**src/sv/nkts_pkg.sv**
```systemverilog
`timescale 1ns / 1ps
// ----------------------------------------------------------------------------
// nkts_pkg
// shared widths, types and register indexes of the nearest-k tile selector
// ----------------------------------------------------------------------------
package nkts_pkg;

    localparam int unsigned COORD_W   = 12;
    localparam int unsigned LAYER_W   = 8;
    localparam int unsigned CLASS_W   = 16;
    localparam int unsigned DIST_W    = 13;
    localparam int unsigned LIMIT_W   = 5;
    localparam int unsigned CCOUNT_W  = 3;
    localparam int unsigned CLIST_W   = 64;
    localparam int unsigned CFG_ADDR_W = 3;
    localparam int unsigned CFG_DATA_W = 64;
    localparam int unsigned IN_DATA_W  = 56;
    localparam int unsigned OUT_DATA_W = 48;

    // register indexes on the config channel
    localparam logic [CFG_ADDR_W-1:0] REG_SOURCE_X    = 3'd0;
    localparam logic [CFG_ADDR_W-1:0] REG_SOURCE_Y    = 3'd1;
    localparam logic [CFG_ADDR_W-1:0] REG_SOURCE_Z    = 3'd2;
    localparam logic [CFG_ADDR_W-1:0] REG_LIMIT       = 3'd3;
    localparam logic [CFG_ADDR_W-1:0] REG_CLASS_COUNT = 3'd4;
    localparam logic [CFG_ADDR_W-1:0] REG_CLASS_LIST  = 3'd5;

    // input beat kinds (tuser)
    localparam logic KIND_TILE   = 1'b0;
    localparam logic KIND_FINISH = 1'b1;

    localparam logic [LIMIT_W-1:0] LIMIT_RESET = 5'd16;

    typedef struct packed {
        logic [COORD_W-1:0] col;
        logic [COORD_W-1:0] row;
        logic [DIST_W-1:0]  tile_dist;
    } t_entry;

    // what a cell shows its neighbors
    typedef struct packed {
        logic   valid;   // valid and inside the current limit
        logic   pass;    // kept entry is not farther than the new tile
        t_entry entry;
    } t_link;

    typedef struct packed {
        logic step;      // a beat was accepted: apply the limit
        logic ins;       // insert the new tile
        logic pop;       // shift toward the head for output
    } t_ctl;

endpackage

```
**src/sv/nkts_filter.sv**
```systemverilog
`timescale 1ns / 1ps
// ----------------------------------------------------------------------------
// nkts_filter
// candidate check and manhattan distance of one incoming tile
// ----------------------------------------------------------------------------
module nkts_filter import nkts_pkg::*; #(
    parameter int unsigned CLASS_SLOTS = 4
) (
    input  logic [COORD_W-1:0]  i_tile_x,
    input  logic [COORD_W-1:0]  i_tile_y,
    input  logic [LAYER_W-1:0]  i_tile_z,
    input  logic [CLASS_W-1:0]  i_tile_class,
    input  logic                i_hidden,
    input  logic                i_already_marked,
    input  logic [COORD_W-1:0]  i_source_x,
    input  logic [COORD_W-1:0]  i_source_y,
    input  logic [LAYER_W-1:0]  i_source_z,
    input  logic [CCOUNT_W-1:0] i_class_count,
    input  logic [CLIST_W-1:0]  i_class_list,
    output logic                o_cand,
    output logic [DIST_W-1:0]   o_dist
);

    logic [CLASS_SLOTS-1:0] w_hit;
    logic [COORD_W-1:0]     w_dx;
    logic [COORD_W-1:0]     w_dy;

    // slots past class_count never match, which also saturates the count
    for (genvar g = 0; g < CLASS_SLOTS; g++) begin : g_slot
        assign w_hit[g] = (32'(i_class_count) > g) &&
                          (i_class_list[g*CLASS_W +: CLASS_W] == i_tile_class);
    end

    assign w_dx = (i_tile_x > i_source_x) ? i_tile_x - i_source_x : i_source_x - i_tile_x;
    assign w_dy = (i_tile_y > i_source_y) ? i_tile_y - i_source_y : i_source_y - i_tile_y;

    assign o_dist = {1'b0, w_dx} + {1'b0, w_dy};
    assign o_cand = (i_tile_z == i_source_z) && !i_hidden && !i_already_marked && (|w_hit);

endmodule

```
**src/sv/nkts_cell.sv**
```systemverilog
`timescale 1ns / 1ps
// ----------------------------------------------------------------------------
// nkts_cell
// one slot of the sorted chain: holds a tile, shifts down on insert, up on pop
// ----------------------------------------------------------------------------
module nkts_cell import nkts_pkg::*; (
    input  logic   i_clk,
    input  logic   i_rst_n,
    input  logic   i_en,      // slot index is below the limit
    input  t_ctl   i_ctl,
    input  t_entry i_new,
    input  t_link  i_prev,
    input  t_link  i_next,
    output t_link  o_link
);

    logic   r_valid;
    t_entry r_entry;
    logic   w_vm;
    logic   w_pass;

    assign w_vm   = r_valid && i_en;
    assign w_pass = w_vm && (r_entry.tile_dist <= i_new.tile_dist);

    assign o_link.valid = w_vm;
    assign o_link.pass  = w_pass;
    assign o_link.entry = r_entry;

    always_ff @(posedge i_clk) begin
        if (!i_rst_n) begin
            r_valid <= 1'b0;
        end else if (i_ctl.pop) begin
            r_valid <= i_next.valid;
        end else if (i_ctl.ins && !w_pass) begin
            r_valid <= i_en && (w_vm || i_prev.pass || i_prev.valid);
        end else if (i_ctl.step) begin
            r_valid <= w_vm;
        end
    end

    always_ff @(posedge i_clk) begin
        if (i_ctl.pop) begin
            r_entry <= i_next.entry;
        end else if (i_ctl.ins && !w_pass) begin
            // first farther slot takes the tile, the rest take the neighbor
            r_entry <= i_prev.pass ? i_new : i_prev.entry;
        end
    end

endmodule

```
**src/sv/nearest_k_tile_selector.sv**
```systemverilog
`timescale 1ns / 1ps
// ----------------------------------------------------------------------------
// nearest_k_tile_selector
// keeps the nearest tiles to a source by manhattan distance, emits on finish
// ----------------------------------------------------------------------------
// A tile beat (tuser = 0) is taken back to back while no drain runs: it is checked
// against layer, visibility, mark and class list, and a candidate is inserted
// into a chain of CAPACITY cells kept sorted by ascending distance, where
// equal distances keep the earlier tile ahead and a full chain drops its
// farthest entry. A finish beat (tuser = 1) drops s_axis_tready and drains
// the chain nearest first through the output register, one result beat per
// cycle as the sink takes them; an empty chain yields a single beat with
// found = 0. Tile beats keep flowing while the final result still waits in
// the output register. The limit register caps how many cells are used; a
// lowered limit trims the chain at the next accepted beat. Config writes are
// always taken (cfg_ready is tied high) and belong only to idle periods.
// ----------------------------------------------------------------------------
module nearest_k_tile_selector import nkts_pkg::*; #(
    parameter int unsigned CAPACITY    = 16,
    parameter int unsigned CLASS_SLOTS = 4
) (
    input  logic                  i_clk,
    input  logic                  i_rst_n,
    // config write channel
    input  logic                  i_cfg_valid,
    output logic                  o_cfg_ready,
    input  logic [CFG_ADDR_W-1:0] i_cfg_addr,
    input  logic [CFG_DATA_W-1:0] i_cfg_data,
    // tile stream in
    input  logic                  i_s_axis_tvalid,
    output logic                  o_s_axis_tready,
    // tile_x, tile_y, tile_z, tile_class, hidden, already_marked, zero pad
    input  logic [IN_DATA_W-1:0]  i_s_axis_tdata,
    // kind
    input  logic                  i_s_axis_tuser,
    // result stream out
    output logic                  o_m_axis_tvalid,
    input  logic                  i_m_axis_tready,
    // out_x, out_y, out_z, distance, zero pad
    output logic [OUT_DATA_W-1:0] o_m_axis_tdata,
    // found
    output logic                  o_m_axis_tuser,
    // last
    output logic                  o_m_axis_tlast
);

    typedef enum logic {
        ST_IDLE,
        ST_DRAIN
    } t_state;

    // config registers
    logic [COORD_W-1:0]  r_source_x;
    logic [COORD_W-1:0]  r_source_y;
    logic [LAYER_W-1:0]  r_source_z;
    logic [LIMIT_W-1:0]  r_limit;
    logic [CCOUNT_W-1:0] r_class_count;
    logic [CLIST_W-1:0]  r_class_list;

    // control and output register
    t_state              r_state;
    logic                r_m_valid;
    logic [OUT_DATA_W-1:0] r_m_data;
    logic                r_m_found;
    logic                r_m_last;

    // input beat fields
    logic [COORD_W-1:0]  w_tile_x;
    logic [COORD_W-1:0]  w_tile_y;
    logic [LAYER_W-1:0]  w_tile_z;
    logic [CLASS_W-1:0]  w_tile_class;
    logic                w_hidden;
    logic                w_marked;

    logic                w_s_fire;
    logic                w_m_free;
    logic                w_cand;
    logic [DIST_W-1:0]   w_dist;
    t_entry              w_new;
    t_ctl                w_ctl;
    t_link               w_head;
    t_link               w_link [CAPACITY+1];

    assign w_tile_x     = i_s_axis_tdata[11:0];
    assign w_tile_y     = i_s_axis_tdata[23:12];
    assign w_tile_z     = i_s_axis_tdata[31:24];
    assign w_tile_class = i_s_axis_tdata[47:32];
    assign w_hidden     = i_s_axis_tdata[48];
    assign w_marked     = i_s_axis_tdata[49];

    assign o_cfg_ready     = 1'b1;
    assign o_s_axis_tready = (r_state == ST_IDLE);
    assign w_s_fire        = i_s_axis_tvalid && o_s_axis_tready;
    assign w_m_free        = !r_m_valid || i_m_axis_tready;

    // config register file, unknown indexes are dropped
    always_ff @(posedge i_clk) begin
        if (!i_rst_n) begin
            r_source_x    <= '0;
            r_source_y    <= '0;
            r_source_z    <= '0;
            r_limit       <= LIMIT_RESET;
            r_class_count <= '0;
            r_class_list  <= '0;
        end else if (i_cfg_valid && o_cfg_ready) begin
            unique case (i_cfg_addr)
                REG_SOURCE_X:    r_source_x    <= i_cfg_data[COORD_W-1:0];
                REG_SOURCE_Y:    r_source_y    <= i_cfg_data[COORD_W-1:0];
                REG_SOURCE_Z:    r_source_z    <= i_cfg_data[LAYER_W-1:0];
                REG_LIMIT:       r_limit       <= i_cfg_data[LIMIT_W-1:0];
                REG_CLASS_COUNT: r_class_count <= i_cfg_data[CCOUNT_W-1:0];
                REG_CLASS_LIST:  r_class_list  <= i_cfg_data;
                default: ;
            endcase
        end
    end

    nkts_filter #(
        .CLASS_SLOTS (CLASS_SLOTS)
    ) u_filter (
        .i_tile_x         (w_tile_x),
        .i_tile_y         (w_tile_y),
        .i_tile_z         (w_tile_z),
        .i_tile_class     (w_tile_class),
        .i_hidden         (w_hidden),
        .i_already_marked (w_marked),
        .i_source_x       (r_source_x),
        .i_source_y       (r_source_y),
        .i_source_z       (r_source_z),
        .i_class_count    (r_class_count),
        .i_class_list     (r_class_list),
        .o_cand           (w_cand),
        .o_dist           (w_dist)
    );

    assign w_new.col       = w_tile_x;
    assign w_new.row       = w_tile_y;
    assign w_new.tile_dist = w_dist;

    // every accepted beat trims to the limit; drain pops the head when the
    // output register can take it
    assign w_ctl.step = w_s_fire;
    assign w_ctl.ins  = w_s_fire && (i_s_axis_tuser == KIND_TILE) && w_cand;
    assign w_ctl.pop  = (r_state == ST_DRAIN) && w_m_free && w_link[0].valid;

    // the head always lets the new tile in; the tail feeds empty slots on pop
    assign w_head.valid = 1'b0;
    assign w_head.pass  = 1'b1;
    assign w_head.entry = '0;

    assign w_link[CAPACITY].valid = 1'b0;
    assign w_link[CAPACITY].pass  = 1'b0;
    assign w_link[CAPACITY].entry = '0;

    for (genvar g = 0; g < CAPACITY; g++) begin : g_cell
        nkts_cell u_cell (
            .i_clk   (i_clk),
            .i_rst_n (i_rst_n),
            .i_en    (32'(r_limit) > g),
            .i_ctl   (w_ctl),
            .i_new   (w_new),
            .i_prev  ((g == 0) ? w_head : w_link[(g == 0) ? 0 : g-1]),
            .i_next  (w_link[g+1]),
            .o_link  (w_link[g])
        );
    end

    // drain sequencer and output register
    always_ff @(posedge i_clk) begin
        if (!i_rst_n) begin
            r_state   <= ST_IDLE;
            r_m_valid <= 1'b0;
        end else begin
            // during a drain the register is refilled whenever it frees up
            if (r_m_valid && i_m_axis_tready && (r_state == ST_IDLE)) begin
                r_m_valid <= 1'b0;
            end
            unique case (r_state)
                ST_IDLE: begin
                    if (w_s_fire && (i_s_axis_tuser == KIND_FINISH)) begin
                        r_state <= ST_DRAIN;
                    end
                end
                ST_DRAIN: begin
                    if (w_m_free) begin
                        r_m_valid <= 1'b1;
                        if (w_link[0].valid) begin
                            // nearest kept tile
                            r_m_data  <= {3'b000, w_link[0].entry.tile_dist, r_source_z,
                                          w_link[0].entry.row, w_link[0].entry.col};
                            r_m_found <= 1'b1;
                            r_m_last  <= !w_link[1].valid;
                            if (!w_link[1].valid) begin
                                r_state <= ST_IDLE;
                            end
                        end else begin
                            // nothing kept: single empty answer
                            r_m_data  <= '0;
                            r_m_found <= 1'b0;
                            r_m_last  <= 1'b1;
                            r_state   <= ST_IDLE;
                        end
                    end
                end
                default: r_state <= ST_IDLE;
            endcase
        end
    end

    assign o_m_axis_tvalid = r_m_valid;
    assign o_m_axis_tdata  = r_m_data;
    assign o_m_axis_tuser  = r_m_found;
    assign o_m_axis_tlast  = r_m_last;

endmodule

```
**config.mk**
```make
export PLATFORM = sky130hd
export DESIGN_NAME = nearest_k_tile_selector
export DESIGN_NICKNAME = d
export VERILOG_FILES = /design/src/sv/nkts_pkg.sv /design/src/sv/nkts_filter.sv /design/src/sv/nkts_cell.sv /design/src/sv/nearest_k_tile_selector.sv
export SDC_FILE = /design/constraint.sdc
export NUM_CORES = 2
export LEC_CHECK = 0
export ABC_AREA = 1
export BUFFER_PORTS_ARGS = -buffer_cell sky130_fd_sc_hd__buf_2
export CORE_MARGIN = 2
export CORE_UTILIZATION = 55
export CTS_CLUSTER_DIAMETER = 60
export DETAILED_ROUTE_END_ITERATION = 16
export PLACE_DENSITY = 0.74
export SETUP_SLACK_MARGIN = 0.3
export SYNTH_ARGS = -nofsm -noshare
export SYNTH_HDL_FRONTEND = slang
export SYNTH_SLANG_ARGS = --single-unit
```
**constraint.sdc**
```tcl
create_clock -name i_clk -period 22.5 [get_ports i_clk]
set_clock_uncertainty 0.15 [all_clocks]
set_input_delay 6.75 -clock i_clk [delete_from_list [all_inputs] [get_ports i_clk]]
set_output_delay 6.75 -clock i_clk [all_outputs]
set_load 0.02 [all_outputs]
```
== After elaboration in Yosys (flattened, before gate mapping) ==
Index checks and enable logic that the tools add are counted.
W data, S select, Z words.

* Add/subtract/negate cells: 5
* Order comparisons: 38
* Eq/ne operators: 10
* Multiplexer cells: 103
* Bitwise logic cells: 3
* Reductions and logical operators: 170

{| class="wikitable"
|+ Operators by type and width
! cell !! count
|-
| $mux W37 || 45
|-
| $le A13 B13 Y1 || 16
|-
| $logic_and A1 B1 Y1 || 78
|-
| $eq A16 B16 Y1 || 4
|-
| $mux W1 || 55
|-
| $sub A12 B12 Y12 || 4
|-
| $reduce_bool A3 Y1 || 15
|-
| $gt A5 B4 Y1 const B || 8
|-
| $reduce_bool A2 Y1 || 16
|-
| $logic_or A1 B1 Y1 || 31
|-
| $gt A12 B12 Y1 || 2
|-
| $mux W12 || 2
|-
| $gt A5 B3 Y1 const B || 4
|-
| $logic_not A1 Y1 || 20
|-
| $add A12 B12 Y13 || 1
|-
| $reduce_and A2 Y1 || 6
|-
| $gt A5 B1 Y1 const B || 2
|-
| $gt A5 B2 Y1 const B || 2
|-
| $eq A8 B8 Y1 || 1
|-
| $eq A3 B2 Y1 const B || 2
|-
| $eq A3 B3 Y1 const B || 2
|-
| $gt A3 B1 Y1 const B || 2
|-
| $gt A3 B2 Y1 const B || 2
|-
| $reduce_or A4 Y1 || 1
|-
| 6 further kinds || 8
|}

* Bits in registers: 764
* Bits of input ports: 129
* Output and inout bits: 53
* Word-level logic and storage cells: 405

== Depth between registers and ports, before layout ==
* Word-level depth: 10
* Depth in mapped cells: 42

== Modules after synthesis ==
A second synthesis with hierarchy kept.

* Cell total of the unflattened synthesis: 6105
* Area total of the unflattened synthesis: 47618.2 um2

{| class="wikitable"
|+ Modules (own cells, without submodules)
! module !! instances !! cells each !! area each (um2) !! seq. area each (um2)
|-
| nkts_cell (g_cell[0].u_cell ...) || 13 || 284 || 2318.5 || 1131.1
|-
| nkts_cell (g_cell[7].u_cell ...) || 3 || 285 || 2322.2 || 1131.1
|-
| nearest_k_tile_selector || 1 || 697 || 5865.6 || 3533.4
|-
| nkts_filter || 1 || 861 || 4645.7 || 0.0
|}

== Worst setup path before layout ==
No wires, ideal clock.

* Kind: input port to flip-flop
* Start point: input port i_s_axis_tdata[4]
* End point: register g_cell[3].u_cell.r_entry (netlist bit g_cell[3].u_cell.o_link[0]), enable pin
* Arrival time: 14.530 ns
* Required time: 21.867 ns
* Setup slack: 7.338 ns
* Cell stages on the path: 36
* Buffers on the path: 3
* Cells stage by stage: inv_1 -> ha_1 -> buf_2 -> nand2_1 -> o21ai_0 -> a21oi_1 -> o21ai_0 -> nand2_1 -> nand3_1 -> nand2_1 -> clkbuf_1 -> o21ai_0 -> o22ai_1 -> xnor2_1 -> inv_1 -> ha_1 -> nand2_1 -> nor2_1 -> a211oi_1 -> o21ai_0 -> nand2_1 -> nand2_1 -> a21o_1 -> nand2_1 -> nand2_1 -> a21oi_1 -> ha_1 -> inv_1 -> nor2_1 -> nand3_1 -> nand3_1 -> nand2_1 -> nand2_1 -> inv_2 -> clkbuf_1 -> o21ai_0

* Cells in the longest elaborated chain, start to end: 8
* Elaborated cells between the ends (all ways): 10

{| class="wikitable"
|+ RTL lines
! what !! RTL line !! RTL
|-
| start: declaration || nearest_k_tile_selector.sv:33 || <nowiki>input logic [IN_DATA_W-1:0] i_s_axis_tdata,</nowiki>
|-
| $sub A12 B12 Y12 or $gt A12 B12 Y1 (tied branches) || nkts_filter.sv:34 || <nowiki>assign w_dx = (i_tile_x > i_source_x) ? i_tile_x - i_source_x : i_source_x - i_tile_x;</nowiki>
|-
| $mux W12 (*) || nkts_filter.sv:34 ||
|-
| $add A12 B12 Y13 (*) || nkts_filter.sv:37 || <nowiki>assign o_dist = {1'b0, w_dx} + {1'b0, w_dy};</nowiki>
|-
| $le A13 B13 Y1 (*) || nkts_cell.sv:23 || <nowiki>assign w_pass = w_vm && (r_entry.tile_dist <= i_new.tile_dist);</nowiki>
|-
| $logic_and A1 B1 Y1 (*) || nkts_cell.sv:23 ||
|-
| $logic_not A1 Y1 (*) || nkts_cell.sv:44 || <nowiki>end else if (i_ctl.ins && !w_pass) begin</nowiki>
|-
| $logic_and A1 B1 Y1 (*) || nkts_cell.sv:44 ||
|-
| $reduce_bool A2 Y1 (no source line) (*) || - ||
|-
| end signal: assignment || nkts_cell.sv:43 || <nowiki>r_entry <= i_next.entry;</nowiki>
|-
| end signal: assignment || nkts_cell.sv:46 || <nowiki>r_entry <= i_prev.pass ? i_new : i_prev.entry;</nowiki>
|-
| end: declaration || nkts_cell.sv:18 || <nowiki>t_entry r_entry;</nowiki>
|}

Every way passes the cells marked *; elsewhere a longest branch is shown, timed or not.
A chain may end at the register's enable or synchronous reset.

== Worst setup path after layout ==
* Start point: input port i_s_axis_tdata[16]
* End point: register g_cell[7].u_cell.r_entry (netlist bit g_cell[7].u_cell.o_link[11]), enable pin

* Cells in the longest elaborated chain, start to end: 8
* Elaborated cells between the ends (all ways): 10

{| class="wikitable"
|+ RTL lines
! what !! RTL line !! RTL
|-
| $sub A12 B12 Y12 or $gt A12 B12 Y1 (tied branches) || nkts_filter.sv:35 || <nowiki>assign w_dy = (i_tile_y > i_source_y) ? i_tile_y - i_source_y : i_source_y - i_tile_y;</nowiki>
|-
| $mux W12 (*) || nkts_filter.sv:35 ||
|-
| $add A12 B12 Y13 (*) || nkts_filter.sv:37 ||
|-
| $le A13 B13 Y1 (*) || nkts_cell.sv:23 ||
|-
| $logic_and A1 B1 Y1 (*) || nkts_cell.sv:23 ||
|-
| $logic_not A1 Y1 (*) || nkts_cell.sv:44 ||
|-
| $logic_and A1 B1 Y1 (*) || nkts_cell.sv:44 ||
|-
| $reduce_bool A2 Y1 (no source line) (*) || - ||
|-
| end signal: assignment || nkts_cell.sv:43 ||
|-
| end signal: assignment || nkts_cell.sv:46 ||
|-
| end: declaration || nkts_cell.sv:18 ||
|}

Marked as above.

==> results.yml <==
status:
  status: "finished, final reports clean"
critical_path:
  cpMostUsedCell: "nand2_1"
  cp_max_fo: 74
  cp-end-kind: "register"
  critPathRequiredTime_ns: 22.61
  startpoint_type: "input port"
  worst_ep_arrival_time_ns: 14.94
  slowest_delay_ns: 0.96
  critPathKind: "input port to register"
  cpMaxStageDelayCell: "o21ai_4"
  r2r_setup_slack_ns: 14.26
clocking:
  clock_path_buffers: 3
  cts_tree: "built"
  clock-sinks: 761
  postCtsSetupBuffers: 0
  cts_resized: 0
  htree_levels: 3
  holdBufCountCts: 0
  path_clk_slew_ns: 0.06
  worstSkewPairLatency_ns: 0.66
  cts_root_buffer: "clkbuf_16"
  numCtsBuffers: 91
sta:
  fin_hold_ws_ns: 0.313
  setup_tns_ns: 0
  slew-limit-headroom_pct: 15.8
  worst_pin_slew_ns: 1.26
  max_freq_ghz: 0.0674
  setup_viol: 0
  grt_setup_unrepaired: "false"
  finalHoldViolations: 0
  timing.final.crit_share_pct: 65.9
  finalMaxSlewViolations: 0
  fin_crit_ns: 14.83
detailed_routing:
  dr_wl_met2_mm: 57.6
  firstDrtPassIters: 6
  met1_length_mm: 57.7
  totalWireLength_mm: 132
  drt_iter0_drc: 4471
  drc: 0
  routed-wl-met3_mm: 12.4
  wl_per_cell_um: 18.4
  via_per_inst: 5.68
  dr_total_vias: 40750
  top_layer: "met5"
  drtAntennaViolNets: 0
pwr:
  seq_power_share_pct: 34.0
  power.internal_mw: 2.82
  switchingPower_mw: 1.68
  p_clk_share_pct: 32.7
  p_leak_nw: 23.2
  power.density_nw_per_um2: 87.8
  ir_drop_v: 0.0000733
  p_comb_share_pct: 33.3
  switching_share_pct: 37.2
synth:
  synth.area.top_cells: "edfxtp_1, nand2_1, o21ai_0, inv_1, dfxtp_1"
  synth-seq-cells: 761
  syn_area_per_cell_um2: 7.88
  synth_edf_count: 602
  yosysTopAreaCellShare_pct: 38.3
  syn_area_um2: 47200
  ys_types: 54
  yosysWarningCount: 0
  ys.flop_type: "edfxtp_1"
  synthCells: 5988
  yosysSeqAreaShare_pct: 45.0
  yosys.area.top_type: "edfxtp_1"
  async_reset_ff_share_pct: 0
grt:
  grt_max_degree: 261
  grt_antenna_before_repair: 2
  grt_usage_pct: 29.1
  grt_pass1_vias: 37969
  grt.overflow.total: 0
  grt_pass1_wl_mm: 208
flow_run:
  maxCapViolCount: 0
placement:
  dp_hpwl_mm: 94.1
  place.gp.congestion: 0.927
  port_buffers: 171
  dpl.cell_count: 7004
layout:
  n_fill_cell: 7630
  area_delta_synth_final_pct: 8.51
  multi_input_area_um2: 21000
  num-nets-final: 6321
  drive_gt1_share_pct: 7.41
  instances_no_fill: 7175
  regArea_um2: 21300
die:
  ioPinCount: 182
  die_h_um: 297
  row_count: 107
  die-area_um2: 88200
  die_w_um: 297
  core_um2: 85100
  initial_core_util_pct: 55.4
hold_path:
  min_path_type: "register to register"
cell usage in the layout (no fill, tap or decap), types with 60 or more instances in the layout:
master,Yosys,layout
buf_4,27,60
nand2_1,1094,1083
o22ai_1,84,84
nand3_1,518,518
nand4_1,69,69
inv_1,855,855
clkbuf_16,0,91
o21ai_0,642,636
buf_2,89,171
edfxtp_1,602,602
ha_1,234,234
o21ai_1,232,232
a21oi_1,358,357
dfxtp_1,159,159
nor2_1,481,480
cell usage after synthesis (9+ instances only):
cell and number:
nor4_1 15, xor2_1 39, xnor2_1 20, nand4_1 69, buf_4 27, o21ai_0 642, a21o_1 9, o211ai_2 10
nand3_1 518, nand2_2 15, nor2_2 15, buf_1 23, o221ai_1 9, dfxtp_1 159, o22ai_1 84, o211ai_1 35
buf_6 42, nor3_1 40, clkbuf_1 180, nand2_1 1094, buf_2 89, nor2_1 481, ha_1 234, a21oi_1 358
o21bai_1 16, inv_1 855, o21ai_1 232, edfxtp_1 602
critical path: cells and delay by family:
| kind | cells | cell delay, ns |
|---|---|---|
| xor+xnor | 1 | 0.14 |
| fa+ha+maj | 3 | 1.22 |
| simple gates | 16 | 1.77 |
| compound gates | 9 | 2.77 |
| buf+inv | 9 | 2.24 |
flip-flops by register name (all words and copies together) (netlist names):
register               count
g_cell.u_cell.o_link     592
g_cell.u_cell.r_valid     16
r_limit                    5
r_class_list              64
o_m_axis_tvalid            1
r_source_z                 8
r_source_y                12
r_state                    1
o_m_axis_tdata            45
o_m_axis_tuser             1
o_m_axis_tlast             1
r_class_count              3
r_source_x                12
logic make-up after synthesis:
family | count (synthesis) | synth area share, %
buffers and inverters | 1222 | 10.8
other | 2 | 0.0159
flip-flops | 761 | 45.0
XOR/XNOR | 59 | 1.09
AO/OA/AOI/OAI | 1424 | 16.0
AND/OR/NAND/NOR | 2278 | 20.5
adder cells (fa/ha/maj) | 239 | 6.42
multiplexers | 3 | 0.0663
layer usage:
metal | vias to the layer above | track usage, %
met1 | 18620 | 42.0
met3 | 237 | 4.63
met4 | 2 | 10.0
li1 | 20078 | -
met5 | - | 0
met2 | 1813 | 44.7
layout make-up:
| type | instances | share of cell area, % |
|---|---|---|
| diodes | 1 | 0.00489 |
| clock buffers | 120 | 4.82 |
| clock inverters | 50 | 1.01 |
| inverters | 860 | 6.32 |
| multi-input cells | 4007 | 41.0 |
| flip-flops and latches | 761 | 41.5 |
| well taps | 1144 | 2.79 |
| repair buffers | 232 | 2.59 |
power groups by stage:
stage	registers (mW)	logic (mW)	clock network (mW)
floorplan	1.56	1.04	0
global placement	1.56	1.41	0
detailed placement	1.56	1.47	0
CTS	1.53	1.48	1.48
global route	1.53	1.67	1.53
finish	1.53	1.50	1.47
path summary, 6_finish.rpt:
path                      start                          end  cells past startpoint
min reg2reg      r_source_x[11]               r_source_x[11]                      2
min              r_source_x[11]               r_source_x[11]                      2
max          i_s_axis_tdata[16]  g_cell[7].u_cell.o_link[11]                     38
max reg2reg       r_source_y[5]  g_cell[7].u_cell.o_link[11]                     36
stage by stage:
step / cell area (um^2) / utilization, % / power (mW) / worst slack [ns]
3_3_place_gp: 48200 / 56.6 / 2.97 / 7.25
3_5_place_dp: 48200 / 56.6 / 3.03 / 7.10
4_1_cts: 51200 / 60.1 / 4.49 / 7.78
6_report: 51200 / 60.2 / 4.50 / 7.67
5_1_grt: 51200 / 60.2 / 4.73 / 6.86
2_1_floorplan: 47200 / - / 2.60 / 7.34
No activity file was read; power rests on OpenSTA's default activity.
